<file path="src/hdl/dwa_pkg.sv">
`timescale 1ns / 1ps
`default_nettype none

package dwa_pkg;

	// Sizes of the lattice and of the node table
	localparam int MAX_NODES  = 1024;
	localparam int COORD_BITS = 11;
	localparam int ADDR_W     = $clog2(MAX_NODES);
	localparam int CNT_W      = $clog2(MAX_NODES + 1);
	localparam int PROD_W     = 2 * COORD_BITS;
	localparam int SQ_W       = 21;
	localparam int ROOT_W     = (SQ_W + 1) / 2;

	// Configuration
	localparam int CFG_W       = 11;
	localparam int CFG_IDX_W   = 1;
	localparam int LIMIT_W     = 11;
	localparam int MARGIN_W    = 10;
	localparam int LAUNCH_W    = 10;
	localparam int STEP_W      = 2;
	localparam int EVENT_W     = 3;

	localparam logic [CFG_IDX_W-1:0] REG_NODE_LIMIT    = 1'b0;
	localparam logic [CFG_IDX_W-1:0] REG_LAUNCH_MARGIN = 1'b1;

	// Reset values and fixed constants
	localparam logic [LIMIT_W-1:0]  LIMIT_RST   = 11'd1024;
	localparam logic [MARGIN_W-1:0] MARGIN_RST  = 10'd10;
	localparam logic [SQ_W-1:0]     MAXSQ_RST   = 21'd5;
	localparam logic [ROOT_W-1:0]   TREE_RST    = 11'd2;
	localparam logic [CNT_W-1:0]    TOTAL_RST   = CNT_W'(2);
	localparam logic [LAUNCH_W-1:0] LAUNCH_MAX  = '1;
	localparam int                  ESCAPE_EXTRA = 10;
	localparam logic [COORD_BITS-1:0] SEED1_X   = COORD_BITS'(1);
	localparam logic [COORD_BITS-1:0] SEED1_Y   = COORD_BITS'(2);

	// Result event codes
	typedef enum logic [EVENT_W-1:0] {
		EV_MOVED    = 3'd0,
		EV_STUCK    = 3'd1,
		EV_ESCAPED  = 3'd2,
		EV_LANDED   = 3'd3,
		EV_STARTED  = 3'd4,
		EV_REJECTED = 3'd5
	} event_t;

	// Controller to datapath
	typedef struct packed {
		logic   load_item;
		logic   kill;
		logic   start_walker;
		logic   latch_move;
		logic   latch_square;
		logic   commit_pos;
		logic   scan_start;
		logic   scan_run;
		logic   append;
		logic   root_start;
		logic   root_take;
		logic   set_ev;
		event_t ev;
		logic   load_out;
	} dwa_cmd_t;

	// Datapath to controller
	typedef struct packed {
		logic full;
		logic op;
		logic live;
		logic oor;
		logic escape;
		logic scan_done;
		logic on_tree;
		logic hit;
		logic root_done;
		logic out_free;
	} dwa_sts_t;

endpackage

`default_nettype wire

</file>
<file path="src/hdl/dwa_ctrl.sv">
`timescale 1ns / 1ps
`default_nettype none

// Sequencer for one word at a time
module dwa_ctrl (
	input  wire logic              clk,
	input  wire logic              arst_n,
	input  wire logic              item_valid,
	output logic                   item_stall,
	input  wire dwa_pkg::dwa_sts_t sts,
	output dwa_pkg::dwa_cmd_t      cmd
);

	typedef enum logic [2:0] {
		IDLE,
		DECODE,
		MOVE,
		CHECK,
		SCAN,
		ROOT,
		FINISH
	} state_t;

	state_t state_q;
	state_t state_d;

	// command decode and next state
	always_comb begin
		cmd     = '0;
		state_d = state_q;
		unique case (state_q)
			IDLE: begin
				if (item_valid) begin
					cmd.load_item = 1'b1;
					state_d       = DECODE;
				end
			end
			DECODE: begin
				if (sts.full) begin
					cmd.kill   = 1'b1;
					cmd.set_ev = 1'b1;
					cmd.ev     = dwa_pkg::EV_REJECTED;
					state_d    = FINISH;
				end else if (!sts.op) begin
					cmd.start_walker = 1'b1;
					cmd.set_ev       = 1'b1;
					cmd.ev           = dwa_pkg::EV_STARTED;
					state_d          = FINISH;
				end else if (!sts.live) begin
					cmd.set_ev = 1'b1;
					cmd.ev     = dwa_pkg::EV_REJECTED;
					state_d    = FINISH;
				end else begin
					cmd.latch_move = 1'b1;
					state_d        = MOVE;
				end
			end
			MOVE: begin
				if (sts.oor) begin
					cmd.kill   = 1'b1;
					cmd.set_ev = 1'b1;
					cmd.ev     = dwa_pkg::EV_ESCAPED;
					state_d    = FINISH;
				end else begin
					cmd.latch_square = 1'b1;
					state_d          = CHECK;
				end
			end
			CHECK: begin
				cmd.commit_pos = 1'b1;
				if (sts.escape) begin
					cmd.kill   = 1'b1;
					cmd.set_ev = 1'b1;
					cmd.ev     = dwa_pkg::EV_ESCAPED;
					state_d    = FINISH;
				end else begin
					cmd.scan_start = 1'b1;
					state_d        = SCAN;
				end
			end
			SCAN: begin
				if (!sts.scan_done) begin
					cmd.scan_run = 1'b1;
				end else if (sts.on_tree) begin
					cmd.kill   = 1'b1;
					cmd.set_ev = 1'b1;
					cmd.ev     = dwa_pkg::EV_LANDED;
					state_d    = FINISH;
				end else if (sts.hit) begin
					cmd.append     = 1'b1;
					cmd.root_start = 1'b1;
					cmd.kill       = 1'b1;
					cmd.set_ev     = 1'b1;
					cmd.ev         = dwa_pkg::EV_STUCK;
					state_d        = ROOT;
				end else begin
					cmd.set_ev = 1'b1;
					cmd.ev     = dwa_pkg::EV_MOVED;
					state_d    = FINISH;
				end
			end
			ROOT: begin
				if (sts.root_done) begin
					cmd.root_take = 1'b1;
					state_d       = FINISH;
				end
			end
			FINISH: begin
				if (sts.out_free) begin
					cmd.load_out = 1'b1;
					state_d      = IDLE;
				end
			end
			default: state_d = IDLE;
		endcase
	end

	always_ff @(posedge clk or negedge arst_n) begin
		if (!arst_n) begin
			state_q <= IDLE;
		end else begin
			state_q <= state_d;
		end
	end

	assign item_stall = (state_q != IDLE);

endmodule

`default_nettype wire

</file>
<file path="config.mk">
export PLATFORM = sky130hd
export DESIGN_NAME = dwa_ctrl
export DESIGN_NICKNAME = d
export VERILOG_FILES = /design/src/hdl/dwa_pkg.sv /design/src/hdl/dwa_ctrl.sv
export SDC_FILE = /design/constraint.sdc
export NUM_CORES = 1
export LEC_CHECK = 0
export BUFFER_PORTS_ARGS = -buffer_cell sky130_fd_sc_hd__buf_4
export CAP_MARGIN = 0
export CORE_AREA = 10 10 47 49
export DETAILED_ROUTE_END_ITERATION = 8
export DIE_AREA = 0 0 57 59
export SLEW_MARGIN = 20
export SYNTH_ARGS = -nofsm -noshare
export SYNTH_HDL_FRONTEND = slang
export SYNTH_SLANG_ARGS = --single-unit
</file>
<file path="constraint.sdc">
create_clock -name clk -period 2.5 [get_ports clk]
set_input_delay 0 -clock clk [delete_from_list [all_inputs] [get_ports clk]]
set_output_delay 0 -clock clk [all_outputs]
set_load 0.01 [all_outputs]
</file>
Yosys cells after proc, flatten, opt, wreduce, memory -nomap -nowiden
Cells that the tools add are included.

Bits in registers: 3. Input bits: 13. Word-level logic and storage cells: 62. Output and inout bits: 17.

Mux-type cells: 48. Reduce and logical (&&, ||, !) cells: 3. Eq/ne operators: 10.

Operator list (count): 2-to-1 mux 3 bit (10); 2-to-1 mux 4 bit (6); case mux 3 bit (7 select lines) (1); 2-to-1 mux 1 bit (20); 2-to-1 mux 2 bit (9); case mux 4 bit (4 select lines) (1); == test 3 bit (second input constant) (3); != test 2 bit (second input constant) (4); == test 3 x 2 -> 1 bit (second input constant) (2); case mux 1 bit (4 select lines) (1); AND reduction 4 bit (1); == test 3 x 1 -> 1 bit (second input constant) (1); zero test 3 bit (1); nonzero test 3 bit (1).

Longest topological paths before layout
Depth in word-level cells: 4. Mapped depth: 5. Depth with buffers taken out: 3.

Worst setup path before layout
OpenSTA, ideal clock, no wires.

Path type: register to register. Start point: reg state_q[0]. End point: reg state_q[0]. Stages on the path, launching flop included: 4. Data required time: 2433 ps. Arrival: 1159 ps. Clock period less this slack: 1226 ps. Slack: 1274 ps. Path through: dfrtp_1 buf_2 nor4_1 a211o_1.

Cells in the longest elaborated chain, start to end: 3. Elaborated cells between the ends (all ways): 13. Those cells by class: eq/ne (10); mux (1); reduce/logical (2).

RTL lines: start, declared (line dwa_ctrl.sv:24) `state_t state_q;`; start signal, assigned (line dwa_ctrl.sv:122) `state_q <= state_d;`; == test 3 bit / zero test 3 bit (equally long branches) (line dwa_ctrl.sv:31) `unique case (state_q)`; != test 2 bit (no line); AND reduction 4 bit (no line).

Parallel ways exist; a longest one is shown, timed or not. A chain may end at the register's enable or synchronous reset.

==> results.yml <==
setup_path:
  endpoint_kind: "output port"
  cp.required_ns: 2.50
  worstPathArrival_ns: 1.57
  critical_path_class: "flop to output port"
  r2r_setup_slack_ns: 1.15
  critPathTopFamily: "flip-flops"
  cp_max_fo: 17
  start_kind: "flop"
  path_buf_inv: 1
  critical-path-max-stage-delay_ns: 0.62
  cp_slowest_cell: "dfrtp_1"
  cp_cell_sequence: "mux2_2, nand2_1, o21ai_0, buf_4"
route:
  totalWireLength_mm: 1.37
  drtAntennaViolNets: 0
  wl_met3_um: 138
  wl_per_cell_um: 13.4
  first_iter_violations: 14
  top_layer: "met3"
  drc: 0
  met1_length_um: 605
  wl_met2_um: 622
  vias_per_cell: 4.87
  vias: 497
  drt_first_pass_iters: 2
floorplanning:
  fp.dieW_um: 57
  rows: 14
  fp.coreArea_um2: 1400
  ioPinCount: 30
  initial_utilization: 0.274
  die_area_um2: 3360
  die-height_um: 59
synthesis:
  synth_cell_type_count: 26
  synth_fp_nets: 70
  yosysWarningCount: 0
  synth.cell_area_um2: 384
  synth-seq-cells: 3
  synth.avg_cell_area_um2: 6.74
  netlist_instances: 57
  ys_seq_area_frac: 0.195
cells_and_area:
  largest_register_ffs: 3
  largest-register: "state_q"
  drive_above_1_share: 0.384
  top_regs: "state_q (3)"
  n_antenna_cell: 0
  area_delta_synth_final_pct: 64.2
  nNetsFinal: 100
  num-fill-cells: 158
power_and_ir_drop:
  peakVddDrop_mv: 0.511
  power_per_cell_area_nw_per_um2: 919
  p_leak_nw: 0.332
sta:
  fmax_ghz: 0.636
  rsz0062_at_grt: "no"
  drv_slew: 0
  report.final.setup_viol: 0
  post-route-period-util: 0.629
  worst_slack_ns: 0.927
  hold_viol_final: 0
  tightest_slew_ns: 0.466
  period_needed_ns: 1.57
  skew_ns: 0.000689
  final.setup.tns_ns: 0
  slew_headroom: 0.689
clock_network:
  clkTransAtPathRegs_ns: 0.04
  clock_latency_ns: 0.23
  cts_tree: "built"
  cts_buffers: 3
  cts_max_level: 1
  cts-resized-gates: 0
  clock-sinks: 3
  cts.root.buffer_cell: "clkbuf_4"
  post_cts_buffers: 0
  cts_buffer_depth: 2
global_routing:
  grt_pass1_wl_mm: 2.16
  grt_max_degree: 18
  grt_pass1_vias: 507
  grt_use_total: 0.0772
  overflow: 0
  antenna_found_initial: 0
worst_hold_path:
  hold_path_class: "input pin to flop"
placement:
  dpl.hpwl_mm: 1.10
  place_congestion: 0.846
  place_worst_setup_slack_ns: 1.17
  numPortBuffers: 29
job:
  cap_violations: 0
status:
  outcome: "finished, final reports clean"
-- synth_stat cells --
library cell | instances | area, um2
a2111oi_0 | 1 | 8.76
a211o_1 | 1 | 8.76
a21oi_1 | 1 | 5.00
a22oi_1 | 1 | 7.51
a311oi_1 | 2 | 17.5
and3_1 | 1 | 6.26
buf_2 | 4 | 20.0
buf_4 | 1 | 7.51
dfrtp_1 | 3 | 75.1
inv_1 | 5 | 18.8
mux2_2 | 1 | 11.3
mux2i_1 | 1 | 10.0
nand2_1 | 6 | 22.5
nand2b_1 | 2 | 12.5
nand3_1 | 3 | 15.0
nand3b_1 | 1 | 7.51
nor2_1 | 7 | 26.3
nor2b_1 | 2 | 12.5
nor3_1 | 1 | 5.00
nor3b_1 | 2 | 15.0
nor4_1 | 1 | 6.26
nor4b_1 | 2 | 17.5
o2111ai_1 | 1 | 8.76
o21ai_0 | 5 | 25.0
or2b_1 | 1 | 7.51
or3_1 | 1 | 6.26
-- final timing paths --
| path | from | to | cells past startpoint |
|---|---|---|---|
| worst min-delay path | sts[6] | state_q[2] | 3 |
| max in group asynchronous | arst_n | state_q[0] | 2 |
| min in group asynchronous | arst_n | state_q[1] | 2 |
| worst min register to register | state_q[1] | state_q[2] | 3 |
| worst max-delay path | state_q[0] | cmd[2] | 4 |
| worst max register to register | state_q[2] | state_q[0] | 3 |
-- cells in the final DEF, fill, tap and decap left out --
cell	instances
inv_1	5
nor2_1	7
a2111oi_0	1
nor2b_1	2
nor4b_1	2
a211o_1	1
nand2b_1	2
nor4_1	1
nand3b_1	1
nor3b_1	2
o21ai_0	5
or2b_1	1
clkbuf_4	3
and3_1	1
buf_4	29
clkbuf_1	1
o2111ai_1	1
mux2i_1	1
nor3_1	1
dlygate4sd3_1	1
a22oi_1	1
nand3_1	3
nand2_1	6
a21oi_1	1
mux2_2	1
or3_1	1
dfrtp_1	3
a311oi_1	2
-- per-layer routing --
metal / GRT usage / vias up
li1: - / 260
met2: 0.119 / 17
met3: 0.0429 / 0
met1: 0.0864 / 220
met5: 0 / -
met4: 0.0302 / 0
-- where the power goes --
part	switching, mW	internal, mW	leakage [nW]
clock network	0.0233	0.0597	0.0150
logic	0.158	0.182	0.281
registers	0.0847	0.0716	0.0361
total	0.266	0.313	0.332
-- layout make-up --
class / count / area (um2) / area share
multi-input combinational: 44 / 263 / 0.417
timing repair buffer: 30 / 228 / 0.361
sequential: 3 / 75.1 / 0.119
clock buffer: 4 / 26.3 / 0.0417
tap: 16 / 20.0 / 0.0317
inverter: 5 / 18.8 / 0.0298
-- per-stage QoR --
step,cells,instance area [um2],power [mW],hold slack (ns),utilization
after floorplan,57,384,0.351,-0.296,-
after global placement,97,594,0.494,-0.209,0.424
after detailed placement,97,594,0.499,-0.210,0.424
after CTS,102,631,0.589,0.0397,0.450
after global routing,102,631,0.640,0.0604,0.450
final,102,631,0.579,0.0399,0.450
-- worst min-delay path, stage by stage --
cell	delay, ns
buf_4	0.09
o21ai_0	0.07
nand2_1	0.07
-- logic make-up (layout without fill, tap and decap cells) --
kind of cell,Yosys count,count (layout),share of synthesized area
AO/OA/AOI/OAI,12,12,0.212
buffers and inverters,10,39,0.121
flip-flops,3,3,0.195
multiplexers,2,2,0.0554
AND/OR/NAND/NOR,30,30,0.417
-- timing repair --
item / 4_1_cts / 5_1_grt
endpoints found under the hold margin: 3 / 0
endpoints found under the setup margin: 0 / 0
hold buffers: 1 / 0
(Power assumes the default switching activity.)
